$ cat config.mk
export PLATFORM = sky130hd
export DESIGN_NAME = imm_controller
export DESIGN_NICKNAME = d
export VERILOG_FILES = /design/src/hw/rtl/imm_pkg.sv /design/src/hw/rtl/imm_controller.sv
export SDC_FILE = /design/constraint.sdc
export NUM_CORES = 1
export LEC_CHECK = 0
export ABC_AREA = 1
export ABC_CLOCK_PERIOD_IN_PS = 1800
export BUFFER_PORTS_ARGS = -buffer_cell sky130_fd_sc_hd__buf_2
export CAP_MARGIN = 20
export CORE_MARGIN = 10
export CORE_UTILIZATION = 23
export CTS_CLUSTER_SIZE = 40
export DETAILED_ROUTE_END_ITERATION = 7
export PLACE_DENSITY = 0.49
export SYNTH_ARGS = -nofsm -noshare
export SYNTH_HDL_FRONTEND = slang
export SYNTH_SLANG_ARGS = --single-unit
$ cat constraint.sdc
create_clock -name clock -period 1.8 [get_ports clock]
set_input_delay 0.18 -clock clock [delete_from_list [all_inputs] [get_ports clock]]
set_output_delay 0.18 -clock clock [all_outputs]
set_load 0.02 [all_outputs]
$ cat src/hw/rtl/imm_pkg.sv
// Shared types, constants and helpers for the integer matrix multiplier.
// No dependencies; every other file of the block refers to this package.
`timescale 1ns / 1ps

package imm_pkg;

   // Data and index widths fixed by the interface
   localparam int DATA_W      = 32;
   localparam int DIM_W       = 4;
   localparam int IDX_W       = 3;
   localparam int CSR_IDX_W   = 3;
   localparam int MAX_DIM_DEF = 8;

   // Configuration register indexes
   localparam logic [CSR_IDX_W-1:0] REG_ROWS_A = 3'd0;
   localparam logic [CSR_IDX_W-1:0] REG_COLS_A = 3'd1;
   localparam logic [CSR_IDX_W-1:0] REG_ROWS_B = 3'd2;
   localparam logic [CSR_IDX_W-1:0] REG_COLS_B = 3'd3;

   // Result status codes
   localparam logic STATUS_OK       = 1'b0;
   localparam logic STATUS_MISMATCH = 1'b1;

   // Sequencer states
   typedef enum logic [1:0] {
      ST_IDLE,
      ST_MAC,
      ST_DRAIN,
      ST_EMIT
   } state_type;

   // Commands from the controller to the datapath
   typedef struct packed {
      logic             load;       // store the accepted word
      logic             emit_mis;   // put a mismatch result in the output register
      logic             issue;      // read one A/B pair into the MAC pipeline
      logic             acc_clear;  // start a new dot product
      logic             emit;       // put the finished sum in the output register
      logic             emit_last;  // the emitted sum is the final one
      logic [IDX_W-1:0] row;
      logic [IDX_W-1:0] col;
      logic [IDX_W-1:0] idx;
   } ctrl_cmd_type;

   // Status from the datapath to the controller
   typedef struct packed {
      logic             mismatch;   // inner dimensions differ
      logic             last_load;  // the next word completes B
      logic             busy;       // MAC pipeline holds work
      logic             out_free;   // output register can take a result
      logic [DIM_W-1:0] rows_a;
      logic [DIM_W-1:0] cols_a;
      logic [DIM_W-1:0] cols_b;
   } dp_status_type;

   // Clamp a dimension register to 1..max_d
   function automatic logic [DIM_W-1:0] eff_dim(input logic [DIM_W-1:0] v,
                                                input logic [DIM_W-1:0] max_d);
      logic [DIM_W-1:0] r;
      if (v == '0) begin
         r = DIM_W'(1);
      end else if (v > max_d) begin
         r = max_d;
      end else begin
         r = v;
      end
      return r;
   endfunction

endpackage

$ cat src/hw/rtl/imm_controller.sv
// Controller: sequences loading, the dot-product walk and result emission.
// Depends on imm_pkg; talks to imm_datapath through command and status.
`timescale 1ns / 1ps

module imm_controller (
   input  logic                   clock,
   input  logic                   reset,
   input  logic                   req_valid,
   output logic                   req_stall,
   input  imm_pkg::dp_status_type stat,
   output imm_pkg::ctrl_cmd_type  cmd
);

   imm_pkg::state_type        state_ff, state_in;
   logic [imm_pkg::IDX_W-1:0] row_ff, row_in, col_ff, col_in, idx_ff, idx_in;
   logic                      row_end, col_end, idx_end;

   // Hold state and walk counters
   always_ff @(posedge clock) begin
      if (reset) begin
         state_ff <= imm_pkg::ST_IDLE;
         row_ff   <= '0;
         col_ff   <= '0;
         idx_ff   <= '0;
      end else begin
         state_ff <= state_in;
         row_ff   <= row_in;
         col_ff   <= col_in;
         idx_ff   <= idx_in;
      end
   end

   // Next state and commands
   always_comb begin
      row_end = (imm_pkg::DIM_W'(row_ff) + imm_pkg::DIM_W'(1)) == stat.rows_a;
      col_end = (imm_pkg::DIM_W'(col_ff) + imm_pkg::DIM_W'(1)) == stat.cols_b;
      idx_end = (imm_pkg::DIM_W'(idx_ff) + imm_pkg::DIM_W'(1)) == stat.cols_a;

      state_in = state_ff;
      row_in   = row_ff;
      col_in   = col_ff;
      idx_in   = idx_ff;
      req_stall = 1'b1;

      cmd           = '0;
      cmd.row       = row_ff;
      cmd.col       = col_ff;
      cmd.idx       = idx_ff;
      cmd.emit_last = row_end && col_end;

      case (state_ff)
         imm_pkg::ST_IDLE: begin
            req_stall = stat.mismatch && !stat.out_free;
            if (req_valid && !req_stall) begin
               if (stat.mismatch) begin
                  cmd.emit_mis = 1'b1;
               end else begin
                  cmd.load = 1'b1;
                  if (stat.last_load) begin
                     row_in        = '0;
                     col_in        = '0;
                     idx_in        = '0;
                     cmd.acc_clear = 1'b1;
                     state_in      = imm_pkg::ST_MAC;
                  end
               end
            end
         end
         imm_pkg::ST_MAC: begin
            cmd.issue = 1'b1;
            if (idx_end) begin
               idx_in   = '0;
               state_in = imm_pkg::ST_DRAIN;
            end else begin
               idx_in = idx_ff + imm_pkg::IDX_W'(1);
            end
         end
         imm_pkg::ST_DRAIN: begin
            if (!stat.busy) begin
               state_in = imm_pkg::ST_EMIT;
            end
         end
         imm_pkg::ST_EMIT: begin
            if (stat.out_free) begin
               cmd.emit = 1'b1;
               if (row_end && col_end) begin
                  state_in = imm_pkg::ST_IDLE;
               end else begin
                  cmd.acc_clear = 1'b1;
                  state_in      = imm_pkg::ST_MAC;
                  if (col_end) begin
                     col_in = '0;
                     row_in = row_ff + imm_pkg::IDX_W'(1);
                  end else begin
                     col_in = col_ff + imm_pkg::IDX_W'(1);
                  end
               end
            end
         end
         default: begin
            state_in = imm_pkg::ST_IDLE;
         end
      endcase
   end

endmodule

==> results.py <==
metrics = {
    "outcome": {
        "outcome": "finished, violations left",
        "violations": "setup timing",
    },
    "die": {
        "start_util": 0.243,
        "die_w_um": 88.5,
        "dieArea_um2": 7840,
        "core_um2": 4440,
        "boundaryPins": 35,
        "rows": 24,
        "die_height_um": 88.5,
    },
    "routing": {
        "routed_wl_um": 2950,
        "first_pass_iters": 4,
        "route.detailed.drc": 0,
        "via_count": 1180,
        "drtIter0Drc": 59,
        "ant_nets": 0,
        "post_drt_wl_per_cell_um": 10.5,
        "vias_per_cell": 4.20,
    },
    "power_and_ir_drop": {
        "power_density_nw_per_um2": 1500,
        "leakagePower_nw": 0.843,
        "ir_drop_mv": 0.659,
    },
    "synthesis": {
        "yosysWarnings": 0,
        "synth-seq-cells": 11,
        "syn-instance-count": 182,
        "yosysMostFrequentCell": "nand2_1",
        "synth_edf_count": 0,
        "ys_top_cells_by_count": "64 x nand2_1, 37 x inv_1, 16 x nor2_1",
        "synthFlopType": "dfxtp_1",
        "synth.largest_area_cell": "nand2_1",
        "seq_area_frac_synth": 0.204,
        "synth.distinct_cells": 24,
        "synthArstFlopShare": 0,
        "syn_area_per_cell_um2": 5.93,
        "ys_top_cells_by_area": "nand2_1 22%, dfxtp_1 20%, inv_1 13%",
        "yosys.area.top_type_share": 0.222,
        "syn-num-nets": 208,
        "syn_area_um2": 1080,
    },
    "global_route": {
        "overflow": 0,
        "grt_max_degree": 8,
        "antenna_found_initial": 0,
        "grt_pass1_wl_um": 5040,
        "grt_pass1_vias": 1090,
        "grt_usage": 0.0787,
    },
    "setup_path": {
        "worst-endpoint-required_ns": 1.62,
        "start_kind": "register",
        "critPathMaxFanout": 4,
        "crit_buf_inv": 3,
        "endpoint_kind": "primary output",
        "critical_path.slowest_cell": "dfxtp_2",
        "worstPathArrival_ns": 1.64,
        "path_cells": "ha_4, inv_1, nand2_1, nand2_1, nor2_4, nand3_4, inv_2, nand2_2, nand2_2, a21oi_2, buf_4",
        "crit_family": "simple AND/OR/NAND/NOR gates",
        "slowest_delay_ns": 0.33,
        "critPathKind": "register to primary output",
    },
    "place": {
        "gp_congestion": 0.769,
        "hpwl_um": 2490,
        "numPortBuffers": 34,
        "dp_slack_ns": 0.0680,
    },
    "timing": {
        "finalCritPeriodShare": 1.01,
        "finalSetupTns_ns": -0.0225,
        "slew_violations": 0,
        "fin_skew_ns": 0.00497,
        "worst_slew_pin_slew_ns": 0.261,
        "timing.fmax_mhz": 549,
        "finalWorstSetupSlack_ns": -0.0225,
        "min_period_ns": 1.82,
        "max_slew_margin": 0.826,
        "hold_violations": 0,
        "rsz0062_at_grt": "yes",
        "setup-violations-final": 1,
    },
    "cells_and_area": {
        "drive_gt1_frac": 0.319,
        "final_nets": 256,
        "area_delta_synth_final_pct": 36.7,
        "antennaDiodeCount": 0,
    },
    "min_path": {
        "hp-class": "input port to register",
    },
    "cts": {
        "htree_levels": 1,
        "ctsRootBufferMaster": "clkbuf_8",
        "clockBufferDepth": 2,
        "cts_tree": "done",
        "cts_buffers": 3,
        "cts_sinks": 11,
        "clkTransAtPathRegs_ns": 0.06,
        "clkLatencyLatePin_ns": 0.24,
    },
    "flow_run": {
        "drv_cap": 0,
    },
}
sequential cells by signal (all words and copies together) (netlist names):
name	flops
idx_ff	3
row_ff	3
col_ff	3
state_ff	2
power breakdown:
group          switching, mW  internal [mW]
logic                  0.910          0.608
registers              0.102          0.343
clock network          0.101          0.156
total                   1.11           1.11
worst paths after layout:
kind / from / to / slack [ns] / cells after the start
setup / recovery: col_ff[0]$_SDFFE_PP0P_ / cmd[11] / -0.02 / 11
hold reg to reg: state_ff[0]$_SDFFE_PP0P_ / state_ff[0]$_SDFFE_PP0P_ / 0.53 / 2
setup reg to reg: state_ff[0]$_SDFFE_PP0P_ / state_ff[0]$_SDFFE_PP0P_ / 0.21 / 9
hold / removal: reset / idx_ff[1]$_SDFFE_PP0P_ / 0.17 / 2
cell usage in the layout, fill, tap and decap left out, types with 3 or more instances in the layout:
cell / netlist / layout
nor2_2: 4 / 3
ha_1: 7 / 5
nand4_1: 7 / 7
inv_2: 1 / 3
clkbuf_8: 0 / 3
nand2_2: 1 / 3
dfxtp_1: 11 / 7
a21oi_1: 5 / 4
buf_2: 0 / 32
inv_1: 37 / 35
nand3_1: 10 / 10
nand2_1: 64 / 62
dfxtp_2: 0 / 4
nor2_1: 16 / 16
nor2_4: 2 / 3
buf_4: 0 / 11
o21ai_0: 3 / 3
repair_timing:
action,in CTS,in global routing
resized for setup,11,3
gates cloned,0,0
buffers inserted,0,1
setup endpoints to repair,2,2
hold buffers,0,0
pin swaps,7,7
cell type report:
type                            instances  area (um2)
Fill cell                             514        2970
Multi-Input combinational cell        132         744
Timing Repair Buffer                   44         254
Sequential cell                        11         225
Inverter                               38         143
Tap cell                               52        65.1
Clock buffer                            4        45.0
layer usage:
metal / wire, um / vias to the layer above / track usage / part of all wire
li1: - / 648 / - / -
met1: 1370 / 510 / 0.0973 / 0.46
met2: 1380 / 20 / 0.124 / 0.47
met3: 180 / 2 / 0.0331 / 0.061
met4: 19 / 0 / 0.0176 / 0.0064
met5: 0 / - / 0 / 0
cells by family (layout without fill, tap and decap cells):
family / count (synthesis) / in the layout / share of synthesized area
compound gates: 11 / 11 / 0.0579
xor+xnor: 3 / 3 / 0.0243
fa+ha+maj: 7 / 7 / 0.0811
buf+inv: 39 / 86 / 0.143
mux: 1 / 1 / 0.00927
flops: 11 / 11 / 0.204
simple gates: 110 / 110 / 0.481
per-stage QoR:
step / cell area [um2] / hold slack [ns] / std cells / power [mW] / utilization
after global placement: 1380 / 0.418 / 276 / 1.90 / 0.309
after floorplan: 1080 / 0.249 / 182 / 1.47 / -
after global routing: 1480 / 0.175 / 281 / 2.47 / 0.332
after detailed placement: 1380 / 0.425 / 276 / 1.91 / 0.309
final: 1480 / 0.170 / 281 / 2.22 / 0.332
after CTS: 1470 / 0.168 / 280 / 2.25 / 0.330
Note: power is estimated with default switching activity, not from simulation.
